**src/srp_pkg.sv**
```systemverilog
// shared types and constants for the s-record line parser
// no dependencies; imported by every module of the block
package srp_pkg;

    localparam logic [7:0] CHAR_CR   = 8'h0D;
    localparam logic [7:0] CHAR_LF   = 8'h0A;
    localparam logic [7:0] CHAR_ZERO = 8'h30;
    localparam logic [7:0] CHAR_NINE = 8'h39;
    localparam logic [7:0] CHAR_A    = 8'h41;
    localparam logic [7:0] CHAR_F    = 8'h46;

    localparam logic [7:0] POS_TYPE   = 8'd1;
    localparam logic [7:0] POS_ADDR0  = 8'd4;
    localparam logic [7:0] POS_SAT    = 8'd255;

    typedef enum logic [1:0] {
        KIND_ADDRESS = 2'd0,
        KIND_DATA    = 2'd1,
        KIND_END     = 2'd2
    } kind_t;

    typedef struct packed {
        logic       is_cr;
        logic       is_lf;
        logic [3:0] raw_nibble;
        logic [3:0] first_nibble;
        logic [3:0] second_nibble;
    } char_info_t;

    typedef struct packed {
        kind_t       kind;
        logic [31:0] address;
        logic [7:0]  data_byte;
        logic [3:0]  byte_index;
        logic [4:0]  byte_count;
        logic        overflow;
        logic [3:0]  record_type;
    } result_t;

endpackage

```
**src/srp_char_decode.sv**
```systemverilog
// character classifier and hex nibble decoder
// depends on srp_pkg
module srp_char_decode (
    input  logic [7:0]          character,
    output srp_pkg::char_info_t info
);
    import srp_pkg::*;

    logic is_dec;
    logic is_hex_letter;

    always_comb begin
        is_dec        = (character >= CHAR_ZERO) && (character <= CHAR_NINE);
        is_hex_letter = (character >= CHAR_A) && (character <= CHAR_F);
        info.is_cr      = (character == CHAR_CR);
        info.is_lf      = (character == CHAR_LF);
        info.raw_nibble = character[3:0];
        // letters: low nibble plus 9 gives 10..15 for a..f, wraps for others
        info.first_nibble  = is_dec ? character[3:0] : character[3:0] + 4'd9;
        info.second_nibble = is_hex_letter ? character[3:0] + 4'd9 : character[3:0];
    end

endmodule

```
**src/srp_line_state.sv**
```systemverilog
// per-line parser state and next-result logic
// depends on srp_pkg
module srp_line_state #(
    parameter int MAX_DATA = 16
) (
    input  logic                aclk,
    input  logic                aresetn,
    input  logic                accept,
    input  srp_pkg::char_info_t info,
    output logic                emit,
    output srp_pkg::result_t    result
);
    import srp_pkg::*;

    localparam int DCW = $clog2(MAX_DATA + 1);

    logic [7:0]     pos_reg,      pos_next;
    logic [3:0]     type_reg,     type_next;
    logic [31:0]    addr_reg,     addr_next;
    logic [3:0]     hi_reg,       hi_next;
    logic [7:0]     held_reg,     held_next;
    logic           held_vld_reg, held_vld_next;
    logic [DCW-1:0] dc_reg,       dc_next;
    logic           ovf_reg,      ovf_next;

    logic [7:0]     rel;
    logic [5:0]     addr_chars;
    logic [7:0]     value;
    logic [DCW+4:0] idx_wide;
    logic [DCW+4:0] cnt_wide;

    always_comb begin
        pos_next      = pos_reg;
        type_next     = type_reg;
        addr_next     = addr_reg;
        hi_next       = hi_reg;
        held_next     = held_reg;
        held_vld_next = held_vld_reg;
        dc_next       = dc_reg;
        ovf_next      = ovf_reg;
        emit          = 1'b0;
        rel           = pos_reg - POS_ADDR0;
        addr_chars    = {5'({1'b0, type_reg} + 5'd1), 1'b0};
        value         = {hi_reg, info.second_nibble};
        idx_wide      = (DCW+5)'(dc_reg);
        result.kind        = KIND_END;
        result.data_byte   = 8'd0;
        result.byte_index  = 4'd0;

        if (info.is_cr) begin
            emit = 1'b1;
        end else if (!info.is_lf && pos_reg != POS_SAT) begin
            pos_next = pos_reg + 8'd1;
            if (pos_reg == POS_TYPE) begin
                type_next = info.raw_nibble;
            end else if (pos_reg >= POS_ADDR0) begin
                if (!rel[0]) begin
                    hi_next = info.first_nibble;
                end else if (rel < 8'(addr_chars)) begin
                    addr_next = {addr_reg[23:0], value};
                    if (rel == 8'(addr_chars - 6'd1)) begin
                        emit        = 1'b1;
                        result.kind = KIND_ADDRESS;
                    end
                end else begin
                    if (held_vld_reg) begin
                        if (dc_reg < DCW'(MAX_DATA)) begin
                            dc_next           = dc_reg + DCW'(1);
                            emit              = 1'b1;
                            result.kind       = KIND_DATA;
                            result.data_byte  = held_reg;
                            result.byte_index = idx_wide[3:0];
                        end else begin
                            ovf_next = 1'b1;
                        end
                    end
                    held_next     = value;
                    held_vld_next = 1'b1;
                end
            end
        end

        // end-of-record shows the state as it stands before the clear
        cnt_wide           = (DCW+5)'(dc_next);
        result.address     = addr_next;
        result.byte_count  = cnt_wide[4:0];
        result.overflow    = ovf_next;
        result.record_type = type_next;
    end

    always_ff @(posedge aclk) begin
        if (!aresetn || (accept && info.is_cr)) begin
            pos_reg      <= '0;
            type_reg     <= '0;
            addr_reg     <= '0;
            hi_reg       <= '0;
            held_reg     <= '0;
            held_vld_reg <= 1'b0;
            dc_reg       <= '0;
            ovf_reg      <= 1'b0;
        end else if (accept) begin
            pos_reg      <= pos_next;
            type_reg     <= type_next;
            addr_reg     <= addr_next;
            hi_reg       <= hi_next;
            held_reg     <= held_next;
            held_vld_reg <= held_vld_next;
            dc_reg       <= dc_next;
            ovf_reg      <= ovf_next;
        end
    end

endmodule

```
**src/srecord_line_parser_unit.sv**
```systemverilog
// top level of the s-record line parser: stream ports and result register
// depends on srp_pkg, srp_char_decode and srp_line_state
//
// takes one ascii character of a motorola s-record line per transaction and
// returns zero or one result per character. the second character gives the
// type digit and the address length (digit plus 1 bytes); the count field is
// skipped. an address result (kind 0) comes out when the last address pair
// arrives; each later hex pair is a data byte that is released one pair late
// (kind 1), so the final pair, the checksum, never comes out and is not
// checked. a carriage return gives an end-of-record result (kind 2) with the
// address, byte count and overflow flag, then clears the line state; a
// newline is ignored. data bytes past MAX_DATA are dropped and set the
// overflow flag until the end of the line. decode and state update are a
// single combinational pass into the result register, and a character is
// taken whenever that register is empty or being drained in the same
// cycle, so full throughput is one per clock.
module srecord_line_parser_unit #(
    parameter int MAX_DATA = 16
) (
    input  logic        aclk,
    input  logic        aresetn,
    // input channel
    input  logic        s_tvalid,
    output logic        s_tready,
    input  logic [7:0]  s_tdata,   // [7:0] character
    // result channel
    output logic        m_tvalid,
    input  logic        m_tready,
    output logic [55:0] m_tdata,   // address, data_byte, byte_index, byte_count,
                                   // overflow, record_type, zero pad
    output logic [1:0]  m_tuser    // [1:0] kind
);
    import srp_pkg::*;

    char_info_t info;
    result_t    result;
    logic       emit;
    logic       accept;

    result_t    out_reg;
    logic       out_vld_reg;

    // the result register frees up in the same cycle it is drained
    assign s_tready = !out_vld_reg || m_tready;
    assign accept   = s_tvalid && s_tready;

    srp_char_decode u_decode (
        .character (s_tdata),
        .info      (info)
    );

    srp_line_state #(
        .MAX_DATA (MAX_DATA)
    ) u_state (
        .aclk    (aclk),
        .aresetn (aresetn),
        .accept  (accept),
        .info    (info),
        .emit    (emit),
        .result  (result)
    );

    // valid flag of the result register
    always_ff @(posedge aclk) begin
        if (!aresetn) begin
            out_vld_reg <= 1'b0;
        end else if (accept) begin
            out_vld_reg <= emit;
        end else if (m_tready) begin
            out_vld_reg <= 1'b0;
        end
    end

    // result payload, loaded only when a character produces a result
    always_ff @(posedge aclk) begin
        if (accept && emit) begin
            out_reg <= result;
        end
    end

    assign m_tvalid = out_vld_reg;
    assign m_tuser  = out_reg.kind;
    assign m_tdata  = {2'b00,
                       out_reg.record_type,
                       out_reg.overflow,
                       out_reg.byte_count,
                       out_reg.byte_index,
                       out_reg.data_byte,
                       out_reg.address};

endmodule

```
**config.mk**
```make
export PLATFORM = sky130hd
export DESIGN_NAME = srecord_line_parser_unit
export DESIGN_NICKNAME = d
export VERILOG_FILES = /design/src/srp_pkg.sv /design/src/srp_char_decode.sv /design/src/srp_line_state.sv /design/src/srecord_line_parser_unit.sv
export SDC_FILE = /design/constraint.sdc
export NUM_CORES = 1
export LEC_CHECK = 0
export BUFFER_PORTS_ARGS = -buffer_cell sky130_fd_sc_hd__buf_4
export CAP_MARGIN = 20
export CORE_ASPECT_RATIO = 0.7
export CORE_MARGIN = 8
export CORE_UTILIZATION = 58
export DETAILED_ROUTE_END_ITERATION = 8
export PLACE_DENSITY_LB_ADDON = 0.15
export SLEW_MARGIN = 0
export SYNTH_ARGS = -nofsm -noshare
export SYNTH_HDL_FRONTEND = slang
export SYNTH_SLANG_ARGS = --single-unit
```
**constraint.sdc**
```tcl
create_clock -name aclk -period 8.9 [get_ports aclk]
set_input_delay 1.335 -clock aclk [delete_from_list [all_inputs] [get_ports aclk]]
set_output_delay 1.335 -clock aclk [all_outputs]
set_load 0.01 [all_outputs]
```
[Word-level counts from Yosys, hierarchy flattened]
Cells that the tools add are included.
Cells by class
  order comparisons: 7
  reductions and logical operators: 17
  multiplexer cells: 42
  equality and inequality tests: 5
  $add $sub $neg: 6
  bitwise logic cells: 8
Operator list (count)
  $mux W32: 6
  $mux W5: 8
  $mux W4: 5
  $mux W1: 19
  $eq A8 B4 Y1 const B: 2
  $add A8 B1 Y8 const B: 1
  $eq A8 B1 Y1 const B: 1
  $eq A8 B8 Y1: 1
  $ge A8 B3 Y1 const B: 1
  $ge A8 B6 Y1 const B: 1
  $ge A8 B7 Y1 const B: 1
  $le A8 B6 Y1 const B: 1
  $le A8 B7 Y1 const B: 1
  $lt A8 B6 Y1: 1
  $mux W2: 4
  $ne A8 B8 Y1 const B: 1
  $not A1 Y1: 8
  $reduce_or A8 Y1: 1
  $sub A8 B3 Y8 const B: 1
  $reduce_and A7 Y1: 1
  $sub A6 B1 Y7 const B: 1
  $logic_and A1 B1 Y1: 6
  $reduce_and A6 Y1: 1
  $add A4 B1 Y5 const B: 1
  other kinds (8): 11
Storage, ports and cells
  register bits: 120
  output and inout port bits: 60
  logic and storage cells: 101

[Logic depth before layout (Yosys ltp)]
Gate-level depths: netlist of the first run.
  word-level depth: 11
  gate-level depth with buffers: 12

[Hierarchy]
From an unflattened synthesis of the first run, not the netlist that was laid out.
Second synthesis, totals
  cell total of the unflattened synthesis: 523
  area total of the unflattened synthesis: 5676.7 um^2
Modules (own cells, without submodules)
  srp_line_state: times used 1, area each 3598.5 um^2, sequential area each 1261.2 um^2, cells each 419
  srecord_line_parser_unit: times used 1, area each 1771.7 um^2, sequential area each 1701.6 um^2, cells each 65
  srp_char_decode: times used 1, area each 306.5 um^2, sequential area each 0.0 um^2, cells each 39

[Worst setup path before layout of the first run]
No wires, ideal clock.
  kind: input -> register
  from: input port s_tdata[3]
  to: register out_reg, in the netlist m_tdata[0], enable pin
  arrival: 6.074 ns
  buffers on the path: 0
  stages: 6
  data required time: 8.353 ns
  slack: 2.279 ns
  cell sequence: nor2b_1 -> and2_1 -> a31oi_1 -> a21boi_0 -> nand2_1 -> o21ai_0
On the way
  cells in the longest elaborated chain, start to end: 6
RTL lines
  start, declared: line srecord_line_parser_unit.sv:25  | input logic [7:0] s_tdata,
  $eq A8 B4 Y1: line srp_char_decode.sv:16  | info.is_lf = (character == CHAR_LF);
  $logic_not A1 Y1: line srp_line_state.sv:52  | end else if (!info.is_lf && pos_reg != POS_SAT) begin
  $logic_and A1 B1 Y1: line srp_line_state.sv:52
  $mux W1: line srp_line_state.sv:52
  $mux W1 (*): line srp_line_state.sv:50  | if (info.is_cr) begin
  $logic_and A1 B1 Y1 (*): line srecord_line_parser_unit.sv:76  | if (accept && emit) begin
  end signal, assigned: line srecord_line_parser_unit.sv:77  | out_reg <= result;
  end, declared: line srecord_line_parser_unit.sv:40  | result_t out_reg;
Mark *: on every way between the ends. The rest lies on a longest branch, timed or not.
A chain may end at the register's enable or synchronous reset.

[Final worst setup path of the first run]
  from: register u_state.pos_reg[2]
  to: register out_reg, in the netlist m_tdata[7], enable pin
On the way
  cells in the longest elaborated chain, start to end: 10
RTL lines
  start, declared: line srp_line_state.sv:17  | logic [7:0] pos_reg, pos_next;
  start signal, assigned: line srp_line_state.sv:102  | pos_reg <= pos_next;
  parallel branches: the longest is 7 deep, another holds $sub A8 B3 Y8
  $mux W1 (*): line srp_line_state.sv:52
  $mux W1 (*): line srp_line_state.sv:50
  $logic_and A1 B1 Y1 (*): line srecord_line_parser_unit.sv:76
Every way passes the cells marked *.

==> results of run 1 <==
[metal layers]
metal / up-vias / part of all wire [%] / GRT usage [%]
li1: 1991 / - / -
met1: 1921 / 46 / 24.4
met2: 124 / 45 / 27.5
met3: 21 / 6.6 / 5.54
met4: 0 / 1.8 / 8.25
met5: - / 0 / 0
[placed cells by master (no fill, tap or decap), types with 9 or more instances in the layout]
master	count
and2_1	14
buf_4	71
clkbuf_16	17
dfxtp_1	64
edfxtp_1	56
ha_1	17
inv_1	13
mux2_4	28
nand2_1	67
nand3_1	45
nor2_1	22
nor3_1	9
o21ai_0	43
xnor2_1	17
[worst max-delay path: stages (launching register included)]
cell and delay [ps]:
dfxtp_1 520, inv_1 170, ha_1 280, xor2_1 260
ha_1 300, a21o_1 180, a21oi_1 220, nand4_1 230
nor2_1 240, mux2i_1 170, o21ai_4 620, buf_4 520
[power by group through the flow]
stage | sequential [mW] | combinational [mW] | clock [mW]
after floorplan | 0.590 | 0.0347 | 0
after global placement | 0.591 | 0.0472 | 0
after detailed placement | 0.591 | 0.0481 | 0
after CTS | 0.580 | 0.0491 | 0.706
after global routing | 0.580 | 0.0546 | 0.730
final | 0.580 | 0.0495 | 0.699
[metrics by stage]
step	total power [mW]	std cells	hold slack [ps]	util, %	worst slack, ps
final	1.33	724	460	70.9	4820
after global routing	1.36	724	500	70.9	4520
after CTS	1.33	724	461	70.9	4880
after detailed placement	0.639	692	448	64.5	4520
after global placement	0.638	692	430	64.5	4650
after floorplan	0.624	527	419	-	2280
[worst max path at each step]
stage / from / endpoint / slack (ps) / depth (start not counted)
final: u_state.pos_reg[2] / m_tdata[7] / 4820 / 11
after global routing: u_state.pos_reg[2] / m_tdata[7] / 4520 / 11
after CTS: u_state.pos_reg[2] / m_tdata[7] / 4880 / 11
after detailed placement: s_tdata[1] / m_tdata[29] / 4520 / 8
after global placement: s_tdata[1] / m_tdata[31] / 4650 / 8
after floorplan: s_tdata[3] / m_tdata[0] / 2280 / 6
[cell type report]
class,count,area share [%]
inverter,13,0.717
sequential,120,43.5
multi-input combinational,360,36.6
clock inverter,14,2.52
timing repair buffer,71,7.83
clock buffer,18,6.45
tap,128,2.35
[cells by family after synthesis]
| group | after synthesis | share of synthesized area, % |
|---|---|---|
| AND/OR/NAND/NOR | 191 | 16.6 |
| flip-flops | 120 | 52.2 |
| AO/OA/AOI/OAI | 83 | 9.04 |
| buffers and inverters | 47 | 4.15 |
| multiplexers | 43 | 10.3 |
| XOR/XNOR | 24 | 3.95 |
| adder cells (fa/ha/maj) | 17 | 3.75 |
| other | 1 | 0.0661 |
==> reports/qor.yml, run 1 <==
overflow: 0
dr.pass1.iters: 8
pwr-share-clk_pct: 52.6
cap_violations: 0
rsz0062_at_grt: "no"
start_util_pct: 59.0
synth.most_common_cell: "nand2_1"
syn_area_per_cell_um2: 10.8
core_region_area_mm2: 0.00961
multiInputGateArea_mm2: 0.00249
status: "complete, no violations"
io_pins: 72
critPathRequiredTime_ps: 8960
first_iter_violations: 425
worst_pin_slew_ps: 1040
max-slew-margin-rel_pct: 30.5
hold_path_startpoint: "u_state.addr_reg[31]"
wl_per_cell_um: 16.8
synthToLayoutAreaGrowth_pct: 20.0
regArea_mm2: 0.00296
clk_latency_ps: 410
syn_area_mm2: 0.00567
start_kind: "flip-flop"
p_sw_share_pct: 21.5
antenna_found_initial: 0
end_kind: "flip-flop"
synth_area_leaders: "edfxtp_1 30%, dfxtp_1 23%, mux2_4 7.4%"
p_seq_share_pct: 43.6
r2r_start: "u_state.pos_reg[2]"
io_buffer_count: 69
drive_gt1_share_pct: 25.0
wl_mm: 12.2
synth_top_area_share_pct: 29.6
dpl.hpwl_mm: 8.17
final.period_utilization_pct: 45.8
fin_crit_ps: 4080
die_area_mm2: 0.0133
hold_viol_final: 0
nNetsFinal: 612
largest_reg_flops: 54
vias: 4057
path_class: "flip-flop to flip-flop"
ys_seq_area_share_pct: 52.2
reg2regPathDepth: 11
placed_area_mm2: 0.00620
cp.arrival_ps: 4130
synth-main-ff-cell: "dfxtp_1"
holdPathEnd: "u_state.addr_reg[31]"
viasPerCell: 5.60
cts.clk_slew.worst_paths_ps: 60
clock_path_buffers: 2
die_y_um: 98.8
yosys.area.top_type: "edfxtp_1"
reg2reg_slack_ps: 4820
irDropWorstVdd_uv: 134
drt.antenna.violating_nets: 0
post-cts-setup-buffers: 0
grt_pass1_wl_mm: 19.6
cts_sinks: 120
antennaDiodeCount: 0
cts-root-buf: "clkbuf_16"
hold_depth: 2
cts_buffers: 17
cp_max_fo: 33
synth-edff-count: 56
gp_congestion: 0.885
setup_violations: 0
finalSetupTns_ps: 0
min_path_type: "flip-flop to flip-flop"
p_per_area_mw_per_mm2: 195
async_flop_share_pct: 0
route.detailed.drc: 0
cts-resized-gates: 0
ys_ff_latch: 120
power.share.combinational_pct: 3.7
yosysWarningCount: 0
gr-usage-all-layers_pct: 18.5
rows: 30
cts_tree: "done"
h-tree-depth: 4
fmax_mhz: 245
fill_cells: 707
clock_skew_ps: 6.40
crit-reg2reg-capture: "m_tdata[7]"
grt_max_degree: 87
switching_power_uw: 286
syn_inst: 526
power_leakage_nw: 2.58
chipWidth_um: 134
slew_viol_final: 0
synth_cell_types: 57
intPower_mw: 1.04
ctsHoldBuffers: 0
fin_area_mm2: 0.00681
synth_top_cells_by_count: "67 x nand2_1, 64 x dfxtp_1, 56 x edfxtp_1"
grt_pass1_vias: 3901
(Power assumes the default switching activity.)
==> run 2, diff against run 1 <==
--- a/config.mk
+++ b/config.mk
@@ -5,11 +5,12 @@
 export SDC_FILE = /design/constraint.sdc
 export NUM_CORES = 1
 export LEC_CHECK = 0
+export ABC_AREA = 1
 export BUFFER_PORTS_ARGS = -buffer_cell sky130_fd_sc_hd__buf_4
 export CAP_MARGIN = 20
 export CORE_ASPECT_RATIO = 0.7
 export CORE_MARGIN = 8
-export CORE_UTILIZATION = 58
+export CORE_UTILIZATION = 52
 export DETAILED_ROUTE_END_ITERATION = 8
 export PLACE_DENSITY_LB_ADDON = 0.15
 export SLEW_MARGIN = 0
==> constraint.sdc (replaced) <==
create_clock -name aclk -period 3.7 [get_ports aclk]
set_input_delay 0.555 -clock aclk [delete_from_list [all_inputs] [get_ports aclk]]
set_output_delay 0.555 -clock aclk [all_outputs]
set_load 0.01 [all_outputs]
==> reports/qor.yml, run 2 <==
fmax_mhz: 335  # was 245 MHz
cts_sinks: 120  # unchanged
synth_cell_types: 33  # was 57
holdPathEnd: "m_tvalid"  # was u_state.addr_reg[31]
route.detailed.drc: 0  # unchanged
largest_reg_flops: 54  # unchanged
final_common_cell: "inv_1"  # was buf_4
async_flop_share_pct: 0  # unchanged
synth.most_common_cell: "inv_1"  # was nand2_1
ys_seq_area_share_pct: 51.5  # was 52.2%
dr.pass1.iters: 5  # was 8
antennaDiodeCount: 0  # unchanged
hold_path_startpoint: "aresetn"  # was u_state.addr_reg[31]
status: "complete, no violations"  # unchanged
chipWidth_um: 142  # was 134 um
cts-root-buf: "clkbuf_16"  # unchanged
hold_depth: 3  # was 2
path_class: "flip-flop to flip-flop"  # unchanged
vias: 4573  # was 4,057
hold_viol_final: 0  # unchanged
slew_viol_final: 0  # unchanged
p_per_area_mw_per_mm2: 472  # was 195 mW/mm2
start_util_pct: 52.9  # was 59.0%
setup_violations: 0  # unchanged
post-cts-setup-buffers: 0  # unchanged
cts-resized-gates: 0  # unchanged
core_region_area_mm2: 0.0109  # was 0.00961 mm2
cts_buffers: 17  # unchanged
min_path_type: "input port to flip-flop"  # was flip-flop to flip-flop
yosys.area.top_type: "edfxtp_1"  # unchanged
die_area_mm2: 0.0147  # was 0.0133 mm2
yosysWarningCount: 0  # unchanged
cp_max_fo: 52  # was 33
syn_area_per_cell_um2: 8.57  # was 10.8 um2
syn_area_mm2: 0.00576  # was 0.00567 mm2
grt_pass1_wl_mm: 21.5  # was 19.6 mm
viasPerCell: 5.04  # was 5.60
gr-usage-all-layers_pct: 18.3  # was 18.5%
cp.arrival_ps: 3070  # was 4130 ps
critPathRequiredTime_ps: 3780  # was 8960 ps
gp_congestion: 0.857  # was 0.885
cts_tree: "done"  # unchanged
power_leakage_nw: 3.10  # was 2.58 nW
reg2reg_slack_ps: 710  # was 4820 ps
rows: 32  # was 30
nNetsFinal: 771  # was 612
synthToLayoutAreaGrowth_pct: 21.3  # was 20.0%
cts.clk_slew.worst_paths_ps: 60  # about the same
wl_per_cell_um: 14.5  # was 16.8 um
overflow: 0  # unchanged
grt_max_degree: 53  # was 87
synth_area_leaders: "edfxtp_1 29%, dfxtp_1 22%, inv_1 8.0%"  # was edfxtp_1 30%, dfxtp_1 23%, mux2_4 7.4%
fin_crit_ps: 2990  # was 4080 ps
finalSetupTns_ps: 0  # unchanged
clock_path_buffers: 2  # unchanged
ctsHoldBuffers: 0  # unchanged
end_kind: "flip-flop"  # unchanged
ys_ff_latch: 120  # unchanged
post-route-util_pct: 64.1  # was 70.9%
io_pins: 72  # unchanged
die_y_um: 104  # was 98.8 um
grt_pass1_vias: 4264  # was 3,901
max-slew-margin-rel_pct: 58.4  # was 30.5%
syn_inst: 672  # was 526
synth-main-ff-cell: "dfxtp_1"  # unchanged
h-tree-depth: 4  # unchanged
drive_gt1_share_pct: 21.9  # was 25.0%
fill_cells: 924  # was 707
synth_top_area_share_pct: 29.2  # was 29.6%
dpl.hpwl_mm: 9.20  # was 8.17 mm
layout_common_cells: "122 x inv_1, 105 x nand2_1, 72 x buf_4"  # was 71 x buf_4, 67 x nand2_1, 64 x dfxtp_1
antenna_found_initial: 0  # unchanged
r2r_start: "u_state.type_reg[0]"  # was u_state.pos_reg[2]
irDropWorstVdd_uv: 356  # was 134 uV
drt.antenna.violating_nets: 0  # unchanged
crit-reg2reg-capture: "m_tdata[52]"  # was m_tdata[7]
worst_pin_slew_ps: 622  # was 1040 ps
clock_skew_ps: 8.70  # was 6.40 ps
synth-edff-count: 56  # unchanged
io_buffer_count: 69  # unchanged
clk_latency_ps: 410  # about the same
reg2regPathDepth: 17  # was 11
synth_top_cells_by_count: "122 x inv_1, 107 x nand2_1, 64 x dfxtp_1"  # was 67 x nand2_1, 64 x dfxtp_1, 56 x edfxtp_1
rsz0062_at_grt: "no"  # unchanged
cap_violations: 0  # unchanged
start_kind: "flip-flop"  # unchanged
wl_mm: 13.2  # was 12.2 mm
final.period_utilization_pct: 80.7  # was 45.8%
first_iter_violations: 276  # was 425
-- run 2: cell count changes after synthesis, sizes merged, moves of 13 or more --
cell / previous run / this run
mux2: 37 / 0
o21ai: 44 / 99
inv: 13 / 126
nand3: 45 / 32
a21oi: 8 / 58
nor2: 22 / 46
nand2: 67 / 122
and2: 14 / 0
xnor2: 17 / 0
-- run 2: how the worst max path moves through the flow --
stage                              from          end  slack (ps)  depth (start not counted)
floorplan            u_state.pos_reg[2]   m_tdata[0]         200                         15
global placement     u_state.pos_reg[2]   m_tdata[8]         840                         16
detailed placement   u_state.pos_reg[2]  m_tdata[52]         730                         16
CTS                  u_state.pos_reg[2]   m_tdata[3]         710                         16
global route        u_state.type_reg[0]  m_tdata[52]         460                         17
finish              u_state.type_reg[0]  m_tdata[52]         710                         17
-- run 2: critical path: stages, from the launching register on --
cell     delay [ps]
dfxtp_1         510
ha_1            260
inv_1            70
nand2_1         100
nand2_1          90
ha_1            300
a21oi_1         140
nand2_1          70
nand2_1          60
nand2_1          40
nand2_1          60
nand2_2         120
nor2_1          130
nand2_1          70
nand2_1          80
nand2_1          80
nand2_2         150
buf_12          310
-- run 2: layout make-up --
cell class / count / area, um2 / area share (%)
flip-flops and latches: 120 / 2960 / 42.4
multi-input cells: 403 / 2190 / 31.3
repair buffers: 74 / 581 / 8.32
inverters: 126 / 473 / 6.77
clock buffers: 19 / 443 / 6.34
well taps: 153 / 191 / 2.74
clock inverters: 13 / 145 / 2.08
-- run 2: layer usage --
layer  wire (um)  track usage [%]  up-vias  part of all wire, %
met3         821             5.41        8                  6.2
met4          73             5.58        0                 0.55
met5           0                0        -                    0
met2        5660             26.6      134                   43
met1        6600             25.7     2104                   50
li1            -                -     2327                    -
-- run 2: logic make-up (layout without fill, tap and decap cells) --
family,Yosys count,in the layout,synth area share [%]
fa+ha+maj,17,17,3.69
simple gates,215,215,16.6
flops,120,120,51.5
compound gates,164,164,16.7
other cells,1,2,0.0651
buf+inv,150,232,10.7
xor+xnor,5,5,0.761
-- run 2: per-stage QoR --
stage | instance area, um2 | setup WS, ps | total power, mW | hold WS, ps | cells
3_3_place_gp | 6390 | 844 | 1.69 | 445 | 876
3_5_place_dp | 6390 | 730 | 1.70 | 451 | 876
5_1_grt | 6980 | 463 | 3.42 | 353 | 908
6_report | 6980 | 713 | 3.29 | 346 | 908
2_1_floorplan | 5760 | 199 | 1.64 | 430 | 673
4_1_cts | 6980 | 713 | 3.32 | 335 | 908
-- run 2: where the power goes --
part | internal (mW) | switching, mW
Clock | 1.01 | 0.606
Combinational | 0.0798 | 0.147
Sequential | 1.42 | 0.0272
Total | 2.52 | 0.780
